--- src/sv/tun_pkg.sv ---
// shared widths and pipeline types for the triangle unit normal block
// no dependencies; imported by every module of the block
package tun_pkg;

    localparam int COORD_WIDTH      = 16;
    localparam int NORMAL_FRAC_BITS = 14;

    localparam int OUT_WIDTH  = 16;                    // output field width
    localparam int NUM_FIELDS = 9;                     // coordinates per transfer
    localparam int IN_BYTES   = (NUM_FIELDS * COORD_WIDTH + 7) / 8;
    localparam int IN_TDATA_W = IN_BYTES * 8;
    localparam int OUT_BYTES  = (3 * OUT_WIDTH + 7) / 8;
    localparam int OUT_TDATA_W = OUT_BYTES * 8;

    localparam int DIFF_W = COORD_WIDTH + 1;           // edge vector component
    localparam int PROD_W = 2 * DIFF_W;                // signed edge product
    localparam int MAG_W  = PROD_W;                    // cross component magnitude
    localparam int SQ_W   = 2 * MAG_W;                 // squared magnitude
    localparam int SUM_W  = SQ_W + 2;                  // sum of three squares
    localparam int ROOT_W = NORMAL_FRAC_BITS + 2;      // bits of doubled quotient
    localparam int ACC_W  = SUM_W + 2 * ROOT_W;        // residual and partial sums
    localparam int RSHIFT = 2 * NORMAL_FRAC_BITS + 2;  // scale of the squared numerator

    // per-component state of the digit recurrence
    typedef struct packed {
        logic [ACC_W-1:0]  rem;    // scaled numerator minus t^2 * s
        logic [ACC_W-1:0]  part;   // s * t, aligned to the current digit
        logic [ROOT_W-1:0] root;   // quotient bits found so far
        logic              neg;    // sign of the cross component
    } lane_t;

    // one pipeline slot of the normalization recurrence
    typedef struct packed {
        lane_t [2:0]       lane;
        logic [ACC_W-1:0]  step;   // s aligned to the current digit
        logic              zero;   // cross product is the zero vector
    } root_slot_t;

endpackage

--- src/sv/tun_root_step.sv ---
// one digit of the quotient c * 2^F / sqrt(s) for all three components
// depends on tun_pkg; one register stage
module tun_root_step
    import tun_pkg::*;
(
    input  logic       aclk,
    input  logic       aresetn,
    input  logic       en,
    input  logic       in_valid,
    input  root_slot_t in_slot,
    output logic       out_valid,
    output root_slot_t out_slot
);

    logic       vld_reg;
    root_slot_t slot_reg;
    root_slot_t slot_next;

    logic [ACC_W:0] trial [3];
    logic [ACC_W:0] diff  [3];
    logic           take  [3];

    // accept the digit when t^2 * s does not pass the scaled numerator
    always_comb begin
        slot_next      = in_slot;
        slot_next.step = in_slot.step >> 2;
        for (int i = 0; i < 3; i++) begin
            trial[i] = (ACC_W+1)'(in_slot.lane[i].part) + (ACC_W+1)'(in_slot.step);
            diff[i]  = (ACC_W+1)'(in_slot.lane[i].rem) - trial[i];
            take[i]  = !diff[i][ACC_W];
            slot_next.lane[i].rem  = take[i] ? diff[i][ACC_W-1:0] : in_slot.lane[i].rem;
            slot_next.lane[i].part = take[i] ? (in_slot.lane[i].part >> 1) + in_slot.step
                                             : (in_slot.lane[i].part >> 1);
            slot_next.lane[i].root = {in_slot.lane[i].root[ROOT_W-2:0], take[i]};
        end
    end

    always_ff @(posedge aclk) begin
        if (!aresetn) begin
            vld_reg <= 1'b0;
        end else if (en) begin
            vld_reg <= in_valid;
        end
    end

    always_ff @(posedge aclk) begin
        if (en) begin
            slot_reg <= slot_next;
        end
    end

    assign out_valid = vld_reg;
    assign out_slot  = slot_reg;

endmodule
--- config.mk ---
export PLATFORM = sky130hd
export DESIGN_NAME = tun_root_step
export DESIGN_NICKNAME = d
export VERILOG_FILES = /design/src/sv/tun_pkg.sv /design/src/sv/tun_root_step.sv
export SDC_FILE = /design/constraint.sdc
export NUM_CORES = 2
export LEC_CHECK = 0
export BUFFER_PORTS_ARGS = -buffer_cell sky130_fd_sc_hd__buf_2
export CAP_MARGIN = 20
export CORE_AREA = 2 2 602 604
export CTS_CLUSTER_DIAMETER = 100
export DETAILED_ROUTE_END_ITERATION = 8
export DIE_AREA = 0 0 604 606
export HOLD_SLACK_MARGIN = 0.06
export MAX_ROUTING_LAYER = met4
export PLACE_DENSITY = 0.43
export SLEW_MARGIN = 20
export SYNTH_ARGS = -nofsm -noshare
export SYNTH_HDL_FRONTEND = slang
export SYNTH_SLANG_ARGS = --single-unit
--- constraint.sdc ---
create_clock -name aclk -period 12.2 [get_ports aclk]
set_input_delay 1.22 -clock aclk [delete_from_list [all_inputs] [get_ports aclk]]
set_output_delay 1.22 -clock aclk [all_outputs]
set_load 0.02 [all_outputs]
Word level (Yosys, flattened, before mapping)
Cells that the tools add are included.
- register bits: 765
- bits in latches: 0
- bits in writable memories: 0
- bits in read-only memories: 0
- input port bits: 770
- logic and storage cells: 36
- memories: 0
- add/sub/neg operators: 9
- multipliers: 0
- divide/modulo/power cells: 0
- $lt $le $gt $ge: 0
- eq/ne operators: 0
- shift operators: 0
- multiplexer cells: 6
- bitwise gates (word level): 0
- reductions and logical operators: 3
- operators by type and width (cell ; number):
    102-bit by 102-bit adder with 103-bit output ; 3
    102-bit by 103-bit subtractor with 103-bit output ; 3
    101-bit by 102-bit adder with 102-bit output ; 3
    102-bit 2-to-1 mux ; 3
    101-bit 2-to-1 mux ; 3
    1-bit logical NOT ; 3

Longest topological paths before layout
- word-level depth: 3
- mapped depth: 21
- gate-level depth less buffers: 19

Least setup slack after synthesis
OpenSTA, ideal clock, no wires.
- kind: input port to flip-flop
- start: input port in_slot[1] in the netlist's numbering
- end: register slot_reg (netlist bit out_slot[146]), data pin
- library setup time: 0.270 ns
- arrival time: 5.226 ns
- slack: 6.703 ns
- stages on the path: 20
- path buffers: 2
- cell sequence: inv_1 > fa_1 > ha_1 > nor2_1 > fa_1 > nand2b_1 > a21oi_1 > o311a_1 > a311o_1 > a21oi_1 > o21a_1 > o31a_1 > o22a_1 > and4b_1 > nor3_4 > inv_2 > buf_4 > clkbuf_1 > nor2_1 > a21oi_1
- RTL lines (what ; line ; text):
    from (decl) ; tun_root_step.sv:10 ; input root_slot_t in_slot,
    to (signal assigned) ; tun_root_step.sv:48 ; slot_reg <= slot_next;
    to (decl) ; tun_root_step.sv:16 ; root_slot_t slot_reg;

==> metrics.cfg <==
[sta]
fin_setup_tns_ns = 0
fin_crit_sh_pct = 64.55
setup_viol = 0
slew_headroom_pct = 14.38
rsz0062_at_grt = no
max_freq_ghz = 0.1270
worst_pin_slew_ns = 1.283
hold_viol_final = 0
fin_worst_skew_ns = 0
finalMaxSlewViolations = 0
fin_crit_ns = 7.875

[pwr]
p_comb_share_pct = 50.8
p_per_area_nw_per_um2 = 165.1
switchingPower_mw = 7.056
switching_share_pct = 46.74
vdd_drop_max_mv = 0.1347
power_frac_clock_pct = 23.0
pwr-share-seq_pct = 26.3
internal-power_mw = 8.039
total_power_mw = 15.10
p_leak_nw = 38.93

[cts]
numClockSinks = 765
clockBufferDepth = 4
cts-root-buf = clkbuf_16
clock_latency_ns = 0.83
cts_buffers = 117
htreeDepth = 3
path_clk_slew_ns = 0.06
holdBufCountCts = 0
cts_tree = yes
postCtsResizedCells = 0
post_cts_buffers = 0

[detailed_routing]
ant_nets = 0
drt-wirelength-per-cell_um = 32.06
drtIter0Drc = 6569
via_per_inst = 4.927
vias = 73649
drt-total-wl_um = 479200
drtPass1Iterations = 8
drcViolationCount = 0

[synthesis]
synth_seq_area_share_pct = 30.99
ys_seq_elements = 765
synthAdderAreaFrac_pct = 18.73
yosys.area_share.simple_pct = 14.71
synth_compound_area_share_pct = 23.22
synthMuxAreaShare_pct = 0.4272
synth_ff_type = edfxtp_1
postSynthCellCount = 8518
yosysWarnings = 0
synth_xor_xnor_area_share_pct = 6.690
synth_top_family_by_area = compound AO/OA/AOI/OAI gates
syn-cell-area_um2 = 74100
synth_edf_count = 764
yosysUniqueCellTypes = 92
avgSynthCellArea_um2 = 8.699
synthArstFlopShare_pct = 0

[layout]
mostFrequentLayoutCells = buf_2 (1530), a21oi_1 (1090), nand2_1 (889)
final_common_cell = buf_2
fillCellCount = 39950
fin_nets = 11601
layout-drive-gt1-share_pct = 19.23
syn_to_final_growth_pct = 23.40

[floorplanning]
start_util_pct = 20.57
coreArea_um2 = 360300
die_area_um2 = 366000
rows = 221
die_h_um = 606
io_pins = 1537
dieWidth_um = 604

[worst_setup_path]
critPathMaxFanout = 182
critPathArrivalTime_ns = 8.45
crit_path_start_kind = primary input
crit_required_ns = 12.77
slowest_delay_ns = 0.75
r2r_setup_slack_ns = 11.55
critical_path.cell_chain = buf_2, inv_1, fa_1, ha_1, and3_1, nand2_1, a31oi_1, o2111a_1, o211ai_1, a21oi_1, nand3b_1, buf_4, a31oi_1, nor4bb_4, buf_12, buf_12, o21ai_0
path_class = primary input to register
cp-end-kind = register
slowest_stage = a31oi_1

[placed_design]
gp_congestion = 0.9620
port_buffers = 1531
dpl.hpwl_um = 415400

[worst_hold_path]
hold_class = primary input to register

[global_routing]
grt_pass1_vias = 71370
grt_first_pass_wirelength_um = 626300
grt_max_degree = 189
grt_usage_pct = 25.81
antenna_found_initial = 240
grt_overflow = 0

[status]
run_status = completed

[flow_run]
maxCapViolations = 0

-- final timing paths --
kind         depth (start not counted)            end         start
min                                  1  out_slot[545]  in_slot[545]
max reg2reg                          2      out_valid     out_valid
max                                 17  out_slot[454]    in_slot[9]
min reg2reg                          2      out_valid     out_valid
-- sequential cells by signal (all words and copies together) (netlist names) --
signal     count
out_slot     764
out_valid      1
-- stage by stage --
step | hold WS, ns | utilization [%] | area [um^2] | setup WS (ns) | instances
after floorplan | 0.5893 | - | 74100 | 6.703 | 8519
after global placement | 0.5404 | 24.23 | 87300 | 3.690 | 14582
after detailed placement | 0.5446 | 24.23 | 87300 | 3.667 | 14582
after CTS | 0.4227 | 25.27 | 91040 | 4.554 | 14790
after global routing | 0.4502 | 25.36 | 91360 | 4.297 | 14916
final | 0.5108 | 25.38 | 91440 | 4.325 | 14947
-- cell usage after synthesis (25+ instances only) --
cell	instances	area share [%]
or3_1	34	0.29
a31oi_1	70	0.59
clkbuf_1	306	1.6
fa_1	309	8.3
and2_1	49	0.41
and4_1	28	0.33
a21oi_1	1090	7.4
o211ai_1	34	0.34
o31ai_1	51	0.52
ha_1	615	10
nand3_1	94	0.63
edfxtp_1	764	31
nor3_1	123	0.83
o21bai_1	158	1.6
a21boi_0	46	0.47
a21o_1	342	3.5
nand4_1	226	1.9
xor2_1	214	2.5
buf_2	63	0.43
nor4_1	33	0.28
and3_1	50	0.42
a211oi_1	49	0.50
o21a_1	66	0.67
xnor2_1	352	4.2
nor2b_1	62	0.52
nand2b_1	54	0.46
nor2_1	648	3.3
inv_1	611	3.1
a221oi_1	25	0.30
nand2_1	889	4.5
o21ai_0	731	4.9
-- metal layers --
layer  part of all wire, %  up-vias  GRT usage (%)
met4                   5.2        0          11.64
met1                    38    36266          28.22
met3                   6.2      728          4.712
li1                      -    33766              -
met2                    51     2889          45.45
met5                     0        -              -
-- power by group through the flow --
stage | Sequential, mW | Clock, mW | Combinational, mW
CTS | 3.97 | 3.58 | 7.68
finish | 3.96 | 3.47 | 7.66
detailed placement | 4.01 | 0 | 7.64
global placement | 4.02 | 0 | 7.67
floorplan | 4.68 | 0 | 3.68
global route | 4.01 | 3.66 | 8.19
-- logic make-up after synthesis --
| logic type | count (synthesis) |
|---|---|
| and+or+nand+nor | 2371 |
| adders and majority gates | 924 |
| AOI/OAI and AO/OA | 2859 |
| xor gates and xnor gates | 566 |
| other | 1 |
| muxes | 29 |
| buffers and inverters | 1003 |
| DFF | 765 |
-- worst max-delay path: cells and delay by family --
kind                       cells  cell delay, ns
AOI/OAI and AO/OA              6            2.62
and+or+nand+nor                4            1.17
buffers and inverters          5            1.77
adders and majority gates      2            0.94
-- area by class of cell --
type | count | area [um^2] | share of cell area, %
Multi-Input combinational cell | 6751 | 47310 | 51.74
Sequential cell | 765 | 22960 | 25.11
Timing Repair Buffer | 1659 | 8733 | 9.551
Tap cell | 4794 | 5998 | 6.560
Clock buffer | 132 | 2984 | 3.264
Inverter | 613 | 2308 | 2.525
Clock inverter | 76 | 752.0 | 0.8224
Antenna cell | 157 | 392.9 | 0.4297
No activity file was read; power rests on OpenSTA's default activity.
